--- src/design/lr_pkg.sv ---
// lr_pkg: shared types and constants for the line rasterizer.
// Transfer payload structs, per-line state struct and register indexes.
// No dependencies.
package lr_pkg;

    localparam int COORD_BITS  = 16;
    localparam int CANVAS_BITS = 15;
    // signed coordinate difference, and the D term
    localparam int DELTA_BITS  = COORD_BITS + 1;
    localparam int ERR_BITS    = COORD_BITS + 3;
    localparam int CMP_BITS    = (COORD_BITS > CANVAS_BITS) ? COORD_BITS : CANVAS_BITS;

    localparam logic [CANVAS_BITS-1:0] CANVAS_RESET = CANVAS_BITS'(800);

    localparam logic CFG_CANVAS_WIDTH  = 1'b0;
    localparam logic CFG_CANVAS_HEIGHT = 1'b1;

    localparam logic REQ_START = 1'b0;
    localparam logic REQ_TICK  = 1'b1;

    typedef struct packed {
        logic                         req_type;
        logic signed [COORD_BITS-1:0] start_x;
        logic signed [COORD_BITS-1:0] start_y;
        logic signed [COORD_BITS-1:0] end_x;
        logic signed [COORD_BITS-1:0] end_y;
    } t_in_item;

    typedef struct packed {
        logic signed [COORD_BITS-1:0] pixel_x;
        logic signed [COORD_BITS-1:0] pixel_y;
        logic                         visible;
        logic                         last;
    } t_out_item;

    typedef struct packed {
        logic                  x_major;
        logic [COORD_BITS-1:0] cur_x;
        logic [COORD_BITS-1:0] cur_y;
        logic [ERR_BITS-1:0]   error_term;
        logic [DELTA_BITS-1:0] steps_left;
        logic [DELTA_BITS-1:0] major_delta;
        logic [DELTA_BITS-1:0] minor_delta;
        logic                  minor_negative;
        logic [COORD_BITS-1:0] stop_x;
        logic [COORD_BITS-1:0] stop_y;
    } t_line;

endpackage

--- src/design/lr_setup.sv ---
// lr_setup: turns a start request's endpoints into the initial walk state.
// Orders endpoints along the major axis and forms the deltas and D term.
// Depends on lr_pkg.
module lr_setup (
    input  lr_pkg::t_in_item i_item,
    output lr_pkg::t_line    o_line
);
    import lr_pkg::*;

    logic signed [DELTA_BITS-1:0] ax, ay, bx, by;
    logic signed [DELTA_BITS-1:0] dx, dy, adx, ady, sdx, sdy;
    logic signed [DELTA_BITS-1:0] major, minor, minor_abs;
    logic                         x_major, swap, minor_neg;

    always_comb begin
        ax  = DELTA_BITS'(i_item.start_x);
        ay  = DELTA_BITS'(i_item.start_y);
        bx  = DELTA_BITS'(i_item.end_x);
        by  = DELTA_BITS'(i_item.end_y);
        dx  = bx - ax;
        dy  = by - ay;
        adx = dx[DELTA_BITS-1] ? -dx : dx;
        ady = dy[DELTA_BITS-1] ? -dy : dy;
        x_major = (ady <= adx);
        swap    = x_major ? dx[DELTA_BITS-1] : dy[DELTA_BITS-1];
        sdx     = swap ? -dx : dx;
        sdy     = swap ? -dy : dy;
        major   = x_major ? sdx : sdy;
        minor   = x_major ? sdy : sdx;
        minor_neg = minor[DELTA_BITS-1];
        minor_abs = minor_neg ? -minor : minor;

        o_line.x_major        = x_major;
        o_line.major_delta    = major;
        o_line.minor_delta    = minor_abs;
        o_line.minor_negative = minor_neg;
        o_line.steps_left     = major;
        o_line.error_term     = (ERR_BITS'(minor_abs) << 1) - ERR_BITS'(major);
        o_line.cur_x          = swap ? i_item.end_x   : i_item.start_x;
        o_line.cur_y          = swap ? i_item.end_y   : i_item.start_y;
        o_line.stop_x         = swap ? i_item.start_x : i_item.end_x;
        o_line.stop_y         = swap ? i_item.start_y : i_item.end_y;
    end

endmodule

--- src/design/lr_walk.sv ---
// lr_walk: line state registers and the per-tick Bresenham step.
// Emits one pixel per accepted tick while a line runs; flags visibility.
// Depends on lr_pkg and lr_setup.
module lr_walk (
    input  logic                             i_clk,
    input  logic                             i_rst_n,
    input  logic                             i_accept,
    input  lr_pkg::t_in_item                 i_item,
    input  logic [lr_pkg::CANVAS_BITS-1:0]   i_canvas_w,
    input  logic [lr_pkg::CANVAS_BITS-1:0]   i_canvas_h,
    output logic                             o_push,
    output lr_pkg::t_out_item                o_pix
);
    import lr_pkg::*;

    logic                  r_active, n_active;
    t_line                 r_line, n_line;
    t_line                 setup_line;
    logic                  is_end, err_pos;
    logic [COORD_BITS-1:0] px, py, inc;
    logic [ERR_BITS-1:0]   d_min, d_diff;

    lr_setup u_setup (
        .i_item (i_item),
        .o_line (setup_line)
    );

    always_comb begin
        is_end  = (r_line.steps_left == '0);
        err_pos = !r_line.error_term[ERR_BITS-1] && (r_line.error_term != '0);
        inc     = r_line.minor_negative ? '1 : COORD_BITS'(1);
        d_min   = ERR_BITS'(r_line.minor_delta) << 1;
        d_diff  = (ERR_BITS'(r_line.minor_delta) - ERR_BITS'(r_line.major_delta)) << 1;
        px      = is_end ? r_line.stop_x : r_line.cur_x;
        py      = is_end ? r_line.stop_y : r_line.cur_y;

        o_push        = i_accept && (i_item.req_type == REQ_TICK) && r_active;
        o_pix.pixel_x = px;
        o_pix.pixel_y = py;
        o_pix.last    = is_end;
        o_pix.visible = !px[COORD_BITS-1] && !py[COORD_BITS-1]
                        && (CMP_BITS'(px) < CMP_BITS'(i_canvas_w))
                        && (CMP_BITS'(py) < CMP_BITS'(i_canvas_h));

        n_active = r_active;
        n_line   = r_line;
        if (i_accept && (i_item.req_type == REQ_START)) begin
            n_active = 1'b1;
            n_line   = setup_line;
        end else if (o_push) begin
            if (is_end) begin
                n_active = 1'b0;
            end else begin
                if (err_pos) begin
                    if (r_line.x_major) begin
                        n_line.cur_y = r_line.cur_y + inc;
                    end else begin
                        n_line.cur_x = r_line.cur_x + inc;
                    end
                    n_line.error_term = r_line.error_term + d_diff;
                end else begin
                    n_line.error_term = r_line.error_term + d_min;
                end
                if (r_line.x_major) begin
                    n_line.cur_x = r_line.cur_x + COORD_BITS'(1);
                end else begin
                    n_line.cur_y = r_line.cur_y + COORD_BITS'(1);
                end
                n_line.steps_left = r_line.steps_left - DELTA_BITS'(1);
            end
        end
    end

    always_ff @(posedge i_clk) begin
        if (!i_rst_n) begin
            r_active <= 1'b0;
            r_line   <= '0;
        end else begin
            r_active <= n_active;
            r_line   <= n_line;
        end
    end

    // the end point closes the line
    a_last_ends: assert property (@(posedge i_clk) disable iff (!i_rst_n)
        (o_push && o_pix.last) |=> !r_active)
        else $error("line still active after last pixel");

    // an inner pixel needs steps left to walk
    a_inner_steps: assert property (@(posedge i_clk) disable iff (!i_rst_n)
        (o_push && !o_pix.last) |=> (r_line.steps_left == $past(r_line.steps_left) - 1'b1))
        else $error("step count did not advance");

endmodule

--- src/design/lr_out.sv ---
// lr_out: output register with a skid stage for the pixel channel.
// Keeps the input side accepting while a pixel waits downstream.
// Depends on lr_pkg.
module lr_out (
    input  logic              i_clk,
    input  logic              i_rst_n,
    input  logic              i_push,
    input  lr_pkg::t_out_item i_pix,
    output logic              o_space,
    output logic              o_valid,
    input  logic              i_ready,
    output lr_pkg::t_out_item o_pix
);
    import lr_pkg::*;

    logic      r_out_valid, r_skid_valid;
    t_out_item r_out, r_skid;

    assign o_space = !r_skid_valid;
    assign o_valid = r_out_valid;
    assign o_pix   = r_out;

    always_ff @(posedge i_clk) begin
        if (!i_rst_n) begin
            r_out_valid  <= 1'b0;
            r_skid_valid <= 1'b0;
        end else if (i_push) begin
            if (r_out_valid && !i_ready) begin
                r_skid       <= i_pix;
                r_skid_valid <= 1'b1;
            end else begin
                r_out        <= i_pix;
                r_out_valid  <= 1'b1;
            end
        end else if (i_ready) begin
            if (r_skid_valid) begin
                r_out        <= r_skid;
                r_skid_valid <= 1'b0;
            end else begin
                r_out_valid  <= 1'b0;
            end
        end
    end

    a_skid_behind_out: assert property (@(posedge i_clk) disable iff (!i_rst_n)
        r_skid_valid |-> r_out_valid)
        else $error("skid holds a pixel ahead of the output register");

    a_no_overrun: assert property (@(posedge i_clk) disable iff (!i_rst_n)
        i_push |-> !r_skid_valid)
        else $error("pixel pushed into a full buffer");

endmodule

--- src/design/line_rasterizer_core.sv ---
// line_rasterizer_core: top level of the Bresenham line rasterizer.
// Holds the canvas registers; instantiates lr_walk and lr_out. Depends on lr_pkg.
//
//   channel  direction  handshake              payload
//   in       input      i_in_valid/o_in_ready  lr_pkg::t_in_item
//   out      output     o_out_valid/i_out_ready lr_pkg::t_out_item
//   cfg      input      i_cfg_we               i_cfg_index, i_cfg_data
//
// One request per cycle while o_in_ready is high; each pixel is registered in lr_out.
// The step (one add and compare on D) sets the rate: one pixel per clock while ticks
// are accepted. Two-entry buffering keeps o_in_ready high until the skid fills.
// Synchronous active-low reset: line idle, canvas 800 x 800.
module line_rasterizer_core (
    input  logic                           i_clk,
    input  logic                           i_rst_n,
    input  logic                           i_in_valid,
    output logic                           o_in_ready,
    input  lr_pkg::t_in_item               i_in,
    output logic                           o_out_valid,
    input  logic                           i_out_ready,
    output lr_pkg::t_out_item              o_out,
    input  logic                           i_cfg_we,
    input  logic                           i_cfg_index,
    input  logic [lr_pkg::CANVAS_BITS-1:0] i_cfg_data
);
    import lr_pkg::*;

    logic [CANVAS_BITS-1:0] r_canvas_w, r_canvas_h;
    logic                   accept, push, space;
    t_out_item              pix;

    always_ff @(posedge i_clk) begin
        if (!i_rst_n) begin
            r_canvas_w <= CANVAS_RESET;
            r_canvas_h <= CANVAS_RESET;
        end else if (i_cfg_we) begin
            unique case (i_cfg_index)
                CFG_CANVAS_WIDTH:  r_canvas_w <= i_cfg_data;
                CFG_CANVAS_HEIGHT: r_canvas_h <= i_cfg_data;
                default: ;
            endcase
        end
    end

    assign o_in_ready = space;
    assign accept     = i_in_valid && space;

    lr_walk u_walk (
        .i_clk      (i_clk),
        .i_rst_n    (i_rst_n),
        .i_accept   (accept),
        .i_item     (i_in),
        .i_canvas_w (r_canvas_w),
        .i_canvas_h (r_canvas_h),
        .o_push     (push),
        .o_pix      (pix)
    );

    lr_out u_out (
        .i_clk   (i_clk),
        .i_rst_n (i_rst_n),
        .i_push  (push),
        .i_pix   (pix),
        .o_space (space),
        .o_valid (o_out_valid),
        .i_ready (i_out_ready),
        .o_pix   (o_out)
    );

endmodule
--- config.mk ---
export PLATFORM = sky130hd
export DESIGN_NAME = line_rasterizer_core
export DESIGN_NICKNAME = d
export VERILOG_FILES = /design/src/design/lr_pkg.sv /design/src/design/lr_setup.sv /design/src/design/lr_walk.sv /design/src/design/lr_out.sv /design/src/design/line_rasterizer_core.sv
export SDC_FILE = /design/constraint.sdc
export NUM_CORES = 1
export LEC_CHECK = 0
export BUFFER_PORTS_ARGS = -buffer_cell sky130_fd_sc_hd__buf_4
export CAP_MARGIN = 30
export CORE_MARGIN = 2
export CORE_UTILIZATION = 45
export DETAILED_ROUTE_END_ITERATION = 8
export GPL_TIMING_DRIVEN = 0
export PLACE_DENSITY = 0.64
export SLEW_MARGIN = 40
export SYNTH_ARGS = -nofsm -noshare
export SYNTH_HDL_FRONTEND = slang
export SYNTH_SLANG_ARGS = --single-unit
--- constraint.sdc ---
create_clock -name i_clk -period 9.9 [get_ports i_clk]
set_input_delay 0.99 -clock i_clk [delete_from_list [all_inputs] [get_ports i_clk]]
set_output_delay 0.99 -clock i_clk [all_outputs]
set_load 0.005 [all_outputs]
==> results of run 1 <==
## sequential cells by signal, indices dropped and copies added, names as in the netlist
| register | flops |
|---|---|
| u_walk.d_min | 17 |
| u_out.r_skid | 34 |
| u_out.r_skid_valid | 1 |
| u_walk.r_line | 119 |
| u_walk.r_active | 1 |
| u_out.o_pix | 34 |
| r_canvas_w | 15 |
| u_out.o_valid | 1 |
| r_canvas_h | 15 |
## what timing repair did
action / in CTS / in global routing
setup buffers: 16 / 9
hold endpoints to repair: 0 / 0
cloned: 0 / 0
gates resized for setup: 40 / 44
endpoints found under the setup margin: 11 / 7
pin swaps: 12 / 15
## routing by layer
metal / routed length [µm] / track usage [%] / vias to the layer above
met5: 0 / 0 / -
met4: 2410 / 10.0 / 0
met3: 4790 / 2.12 / 86
met2: 30400 / 49.4 / 721
met1: 30200 / 42.3 / 8782
li1: - / - / 8883
## cell usage in the layout, fill, tap and decap left out, types with 50 or more instances in the layout
| master | n |
|---|---|
| edfxtp_1 | 68 |
| buf_4 | 154 |
| inv_1 | 155 |
| dfxtp_1 | 169 |
| xnor2_1 | 92 |
| ha_1 | 155 |
| a21oi_1 | 192 |
| nand2_1 | 468 |
| o211ai_1 | 67 |
| nor2_1 | 229 |
| xor2_1 | 50 |
| clkbuf_1 | 92 |
| o21ai_0 | 155 |
## per-stage QoR
stage | hold slack [ns] | util (%) | total power [µW] | instances | setup TNS (ns)
6_report | 0.459 | 53.1 | 6820 | 3168 | 0
5_1_grt | 0.476 | 53.1 | 7270 | 3168 | -0.0504
4_1_cts | 0.458 | 52.5 | 6620 | 3160 | 0
3_5_place_dp | 0.447 | 49.8 | 5590 | 3102 | -15.47
3_3_place_gp | 0.444 | 49.5 | 5490 | 3099 | -19.25
2_1_floorplan | 0.431 | - | 4490 | 2446 | 0
## worst max-delay path by stage
stage,end,from,cells past startpoint
finish,u_walk.r_line[100],i_in[39],44
global route,u_walk.r_line[100],i_in[33],43
CTS,u_walk.r_line[102],i_in[0],45
detailed placement,u_walk.r_line[102],i_in[34],44
global placement,u_walk.r_line[102],i_in[34],44
floorplan,u_walk.r_line[100],i_in[16],44
## cell type report
| cell class | count | area, µm² | area share [%] |
|---|---|---|---|
| Multi-Input combinational cell | 1934 | 12600 | 57.9 |
| Sequential cell | 237 | 5430 | 25.0 |
| Timing Repair Buffer | 149 | 1150 | 5.28 |
| Clock buffer | 34 | 692 | 3.19 |
| Tap cell | 532 | 666 | 3.06 |
| Inverter | 157 | 589 | 2.71 |
| Buffer | 116 | 527 | 2.42 |
| Clock inverter | 9 | 91.3 | 0.420 |
## critical path, delay by kind of cell
kind | cells | cell delay, ns
xor gates and xnor gates | 2 | 0.32
and+or+nand+nor | 9 | 1.70
buffers and inverters | 11 | 1.91
adders and majority gates | 5 | 1.38
AOI/OAI and AO/OA | 16 | 3.46
muxes | 1 | 0.16
## power groups by stage
stage	Sequential, µW	Combinational [µW]	Clock [µW]
after detailed placement	1220	4370	0
after floorplan	1190	3290	0
after global routing	1220	5100	953
after CTS	1200	4500	916
final	1210	4700	911
after global placement	1220	4270	0
## cell families (layout without fill, tap and decap cells)
kind of cell / count (synthesis) / after routing / synth area share, %
AO/OA/AOI/OAI: 667 / 667 / 23.0
XOR/XNOR: 166 / 166 / 8.24
multiplexers: 17 / 17 / 1.02
buffers and inverters: 275 / 465 / 5.89
adder cells (fa/ha/maj): 168 / 168 / 11.5
AND/OR/NAND/NOR: 916 / 916 / 21.4
flip-flops: 237 / 237 / 29.0
==> metrics.txt, run 1 <==
status=finished, final reports clean; hold path startpoint=r_canvas_h[2]; CP arrival=9.99 ns; Fmax=105 MHz; dpl ws=-1.89 ns; post-route cell area=21700 µm²; top_reg_cell synth=dfxtp_1; final setup margin=0.357 ns; Final Hold Viols=0; Comb power frac=68.9%; vias post-DR=18500; synth warn=0; r2r endpoint=u_out.o_pix[1]; LEAKAGE=0.00916 µW; Rel. slew slack=41.3%; Mapped Cells=2446; CTS HTree Levels=1; period utilisation layout=96.4%; die height=208 µm; initial antenna violation count=0; number of port buffers=121; Worst EP required=10.35 ns; fin. max-slew vios=0; Crit-path slowest cell=or4_1; number of flops mapped to enable cells by yosys=68; IO Pins=122; worst hold endpoint=r_canvas_h[2]; Avg Inst Size Synth=7.64 µm²; Cell Area, Synth=18700 µm²; final net count=2871; per-cell routed wire length=21.4 µm; Die ar.=43200 µm²; DP Area=20400 µm²; worst min path class=register to register; worst vdd ir=183 µV; fill count=3969; clock network fraction of total power=13.4%; core area=40900 µm²; Slew @ Worst Pin=0.880 ns; share of the synthesized area in the top cell type=18.1%; vias in the first global route=17100; crit end category=register; final setup fails=0; worst skew pair latency=0.54 ns; All-Layer GR Usage=30.2%; sequential element share of the synthesized area=29.0%; Worst Reg2Reg Path Length in Cells=21; global-route wire length before repair=102000 µm; top post-synthesis cells by area=dfxtp_1, edfxtp_1, ha_1, nand2_1, a21oi_1; kind of critical path=input pin to register; row count=74; clk_skew=0.0195 ns; NetSw=3340 µW; Die Span X=208 µm; #FFs+latches synth=237; gp weighted congestion=0.973; sequential fraction of design power=17.7%; Syn Nets=2698; library cells used by synthesis=105; flop2flop setup slack=4.04 ns; CP Launch Type=input pin; Starting Density=45.7%; layout cells sized above 1=12.2%; Pwr Density=314 nW/µm²; worst r2r src=u_walk.r_line[75]; drt first pass iters=8; DRC=0; Hold Path Depth=2; final WL=67800 µm; # hold bufs at CTS=0; top post-synthesis cells by count=nand2_1, nor2_1, a21oi_1; final worst path period need=9.54 ns; Int Pwr=3480 µW; Max Cap Viol=0; pin count of the biggest net entering global routing=27; CTS Sinks=237; synth-to-layout area growth=16.2%; CTS tree=done; CTS buffer count=24; cell with the most instances after synthesis=nand2_1; HPWL Detailed=54800 µm; Antenna Violating Nets Remaining=0; Initial DRC Count=1734; switching share of total power=49.0%; clock buffer depth=3; Overflow after GRT=0; clk root buf=clkbuf_16; max incr delay on CP=0.51 ns; Crit Path Max Fanout=10; Async SR Flop Fraction=0%; Synth area leader=dfxtp_1; Vias per Instance=5.83; # diodes=0; clock-pin slew on the worst setup and hold paths=0.06 ns
(Power assumes the default switching activity.)
==> run 2, diff against run 1 <==
PLACE_DENSITY = 0.61   (was 0.64)
clock period = 10.8 ns   (was 9.9 ns; I/O delays follow)
==> metrics.txt, run 2 (same netlist as run 1, synthesis figures left out) <==
per-cell routed wire length=21.7 µm; Final Hold Viols=0; Vias per Instance=5.79; final setup fails=0; commonest non-fill, non-tap cell in the layout=nand2_1; synth-to-layout area growth=15.2%; Crit. path cell count=47; row count=74; Fmax=96.6 MHz; final WL=68700 µm; Die ar.=43200 µm²; # diodes=0; Worst Reg2Reg Path Length in Cells=21; Pwr Density=291 nW/µm²; fill count=3996; Hold Path Depth=2; setup TNS=0 ns; worst skew pair latency=0.56 ns; Starting Density=45.7%; CTS HTree Levels=1; Die Span X=208 µm; clock-pin slew on the worst setup and hold paths=0.07 ns; final net count=2864; commonest cells after routing, fill and taps aside=nand2_1, nor2_1, a21oi_1; IO Pins=122; All-Layer GR Usage=30.8%; pin count of the biggest net entering global routing=36; global-route wire length before repair=104000 µm; gp weighted congestion=0.982; max FFs per register=119; drt first pass iters=6; initial antenna violation count=0; LEAKAGE=0.00910 µW; Initial DRC Count=1580; Antenna Violating Nets Remaining=0; CTS Sinks=237; worst vdd ir=163 µV; final worst path period need=10.35 ns; WP buf/inv=8; number of port buffers=121; hold_ws=0.461 ns; Slew @ Worst Pin=0.900 ns; Worst EP required=11.21 ns; HPWL Detailed=55900 µm; CP Launch Type=input pin; period utilisation layout=95.8%; Overflow after GRT=0; Crit-path slowest cell=xnor2_1; clk_skew=0.0313 ns; worst min path class=register to register; layout cells sized above 1=10.9%; Max Cap Viol=0; CTS tree=done; CP arrival=10.76 ns; Crit Path Max Fanout=10; vias in the first global route=17100; CTS buffer count=26; Largest Register=u_walk.r_line; Rel. slew slack=40.0%; CP top delay family=compound AO/OA/AOI/OAI gates; vias post-DR=18300; clock buffer depth=3; core area=40900 µm²; crit end category=register; fin. max-slew vios=0; status=finished, final reports clean; max incr delay on CP=0.57 ns; DRC=0; clk root buf=clkbuf_16; cell repeated most along the worst path=ha_1; die height=208 µm; kind of critical path=input pin to register
## run 2: cell types whose count changed in the layout (fill, tap and decap cells not counted), sizes merged
| cell | before | now |
|---|---|---|
| buf | 171 | 157 |
| clkinv | 6 | 11 |
| clkbuf | 128 | 130 |
| bufinv | 1 | 2 |
| clkinvlp | 1 | 2 |
| inv | 158 | 159 |
## run 2: report_power, final
group	switching (µW)	leakage, µW	total [µW]	internal (µW)
logic	2620	0.00666	4260	1640
registers	87.1	0.00202	1110	1020
clock network	392	0.000420	902	510
total	3100	0.00910	6270	3170
## run 2: through the flow
stage	worst slack, ns	util, %	std cells	power [µW]	instance area (µm²)
6_report	0.450	52.6	3164	6270	21500
5_1_grt	-0.0443	52.6	3164	6710	21500
4_1_cts	0.0434	51.9	3150	6070	21200
3_5_place_dp	-1.10	49.7	3101	5140	20400
3_3_place_gp	-1.48	49.5	3099	5070	20300
2_1_floorplan	1.11	-	2446	4110	18700
## run 2: repair_timing
item,CTS,global route
hold buffers,0,0
gates resized for setup,8,34
buffers inserted,1,15
endpoints found under the setup margin,6,7
pin swaps,1,9
## run 2: worst paths after layout
path	start	endpoint	slack, ns
max	i_in[16]	u_walk.r_line[100]	0.45
max reg2reg	u_walk.r_line[75]	u_out.o_pix[1]	4.84
min reg2reg	r_canvas_w[12]	r_canvas_w[12]	0.46
min	r_canvas_w[12]	r_canvas_w[12]	0.46
## run 2: area by class of cell
cell class                 instances  area (µm²)  share of cell area [%]
tap                              532         666                    3.09
buffer                           117         522                    2.42
multi-input combinational       1934       12400                    57.7
sequential                       237        5430                    25.2
timing repair buffer             139        1050                    4.88
clock inverter                    17         171                   0.796
clock buffer                      31         689                    3.20
inverter                         157         589                    2.74
## run 2: metal layers
| layer | part of all wire (%) | GRT usage (%) | wire, µm | up-vias |
|---|---|---|---|---|
| met2 | 44 | 48.0 | 30100 | 705 |
| met5 | 0 | 0 | 0 | - |
| met4 | 3.1 | 10.6 | 2140 | 0 |
| li1 | - | - | - | 8884 |
| met3 | 6.6 | 2.36 | 4550 | 88 |
| met1 | 46 | 45.0 | 31900 | 8653 |
## run 2: worst min-delay path, stage by stage, from the launching register on
cell and delay (ns):
dfxtp_1 0.31, nand2_1 0.05, a21oi_1 0.05
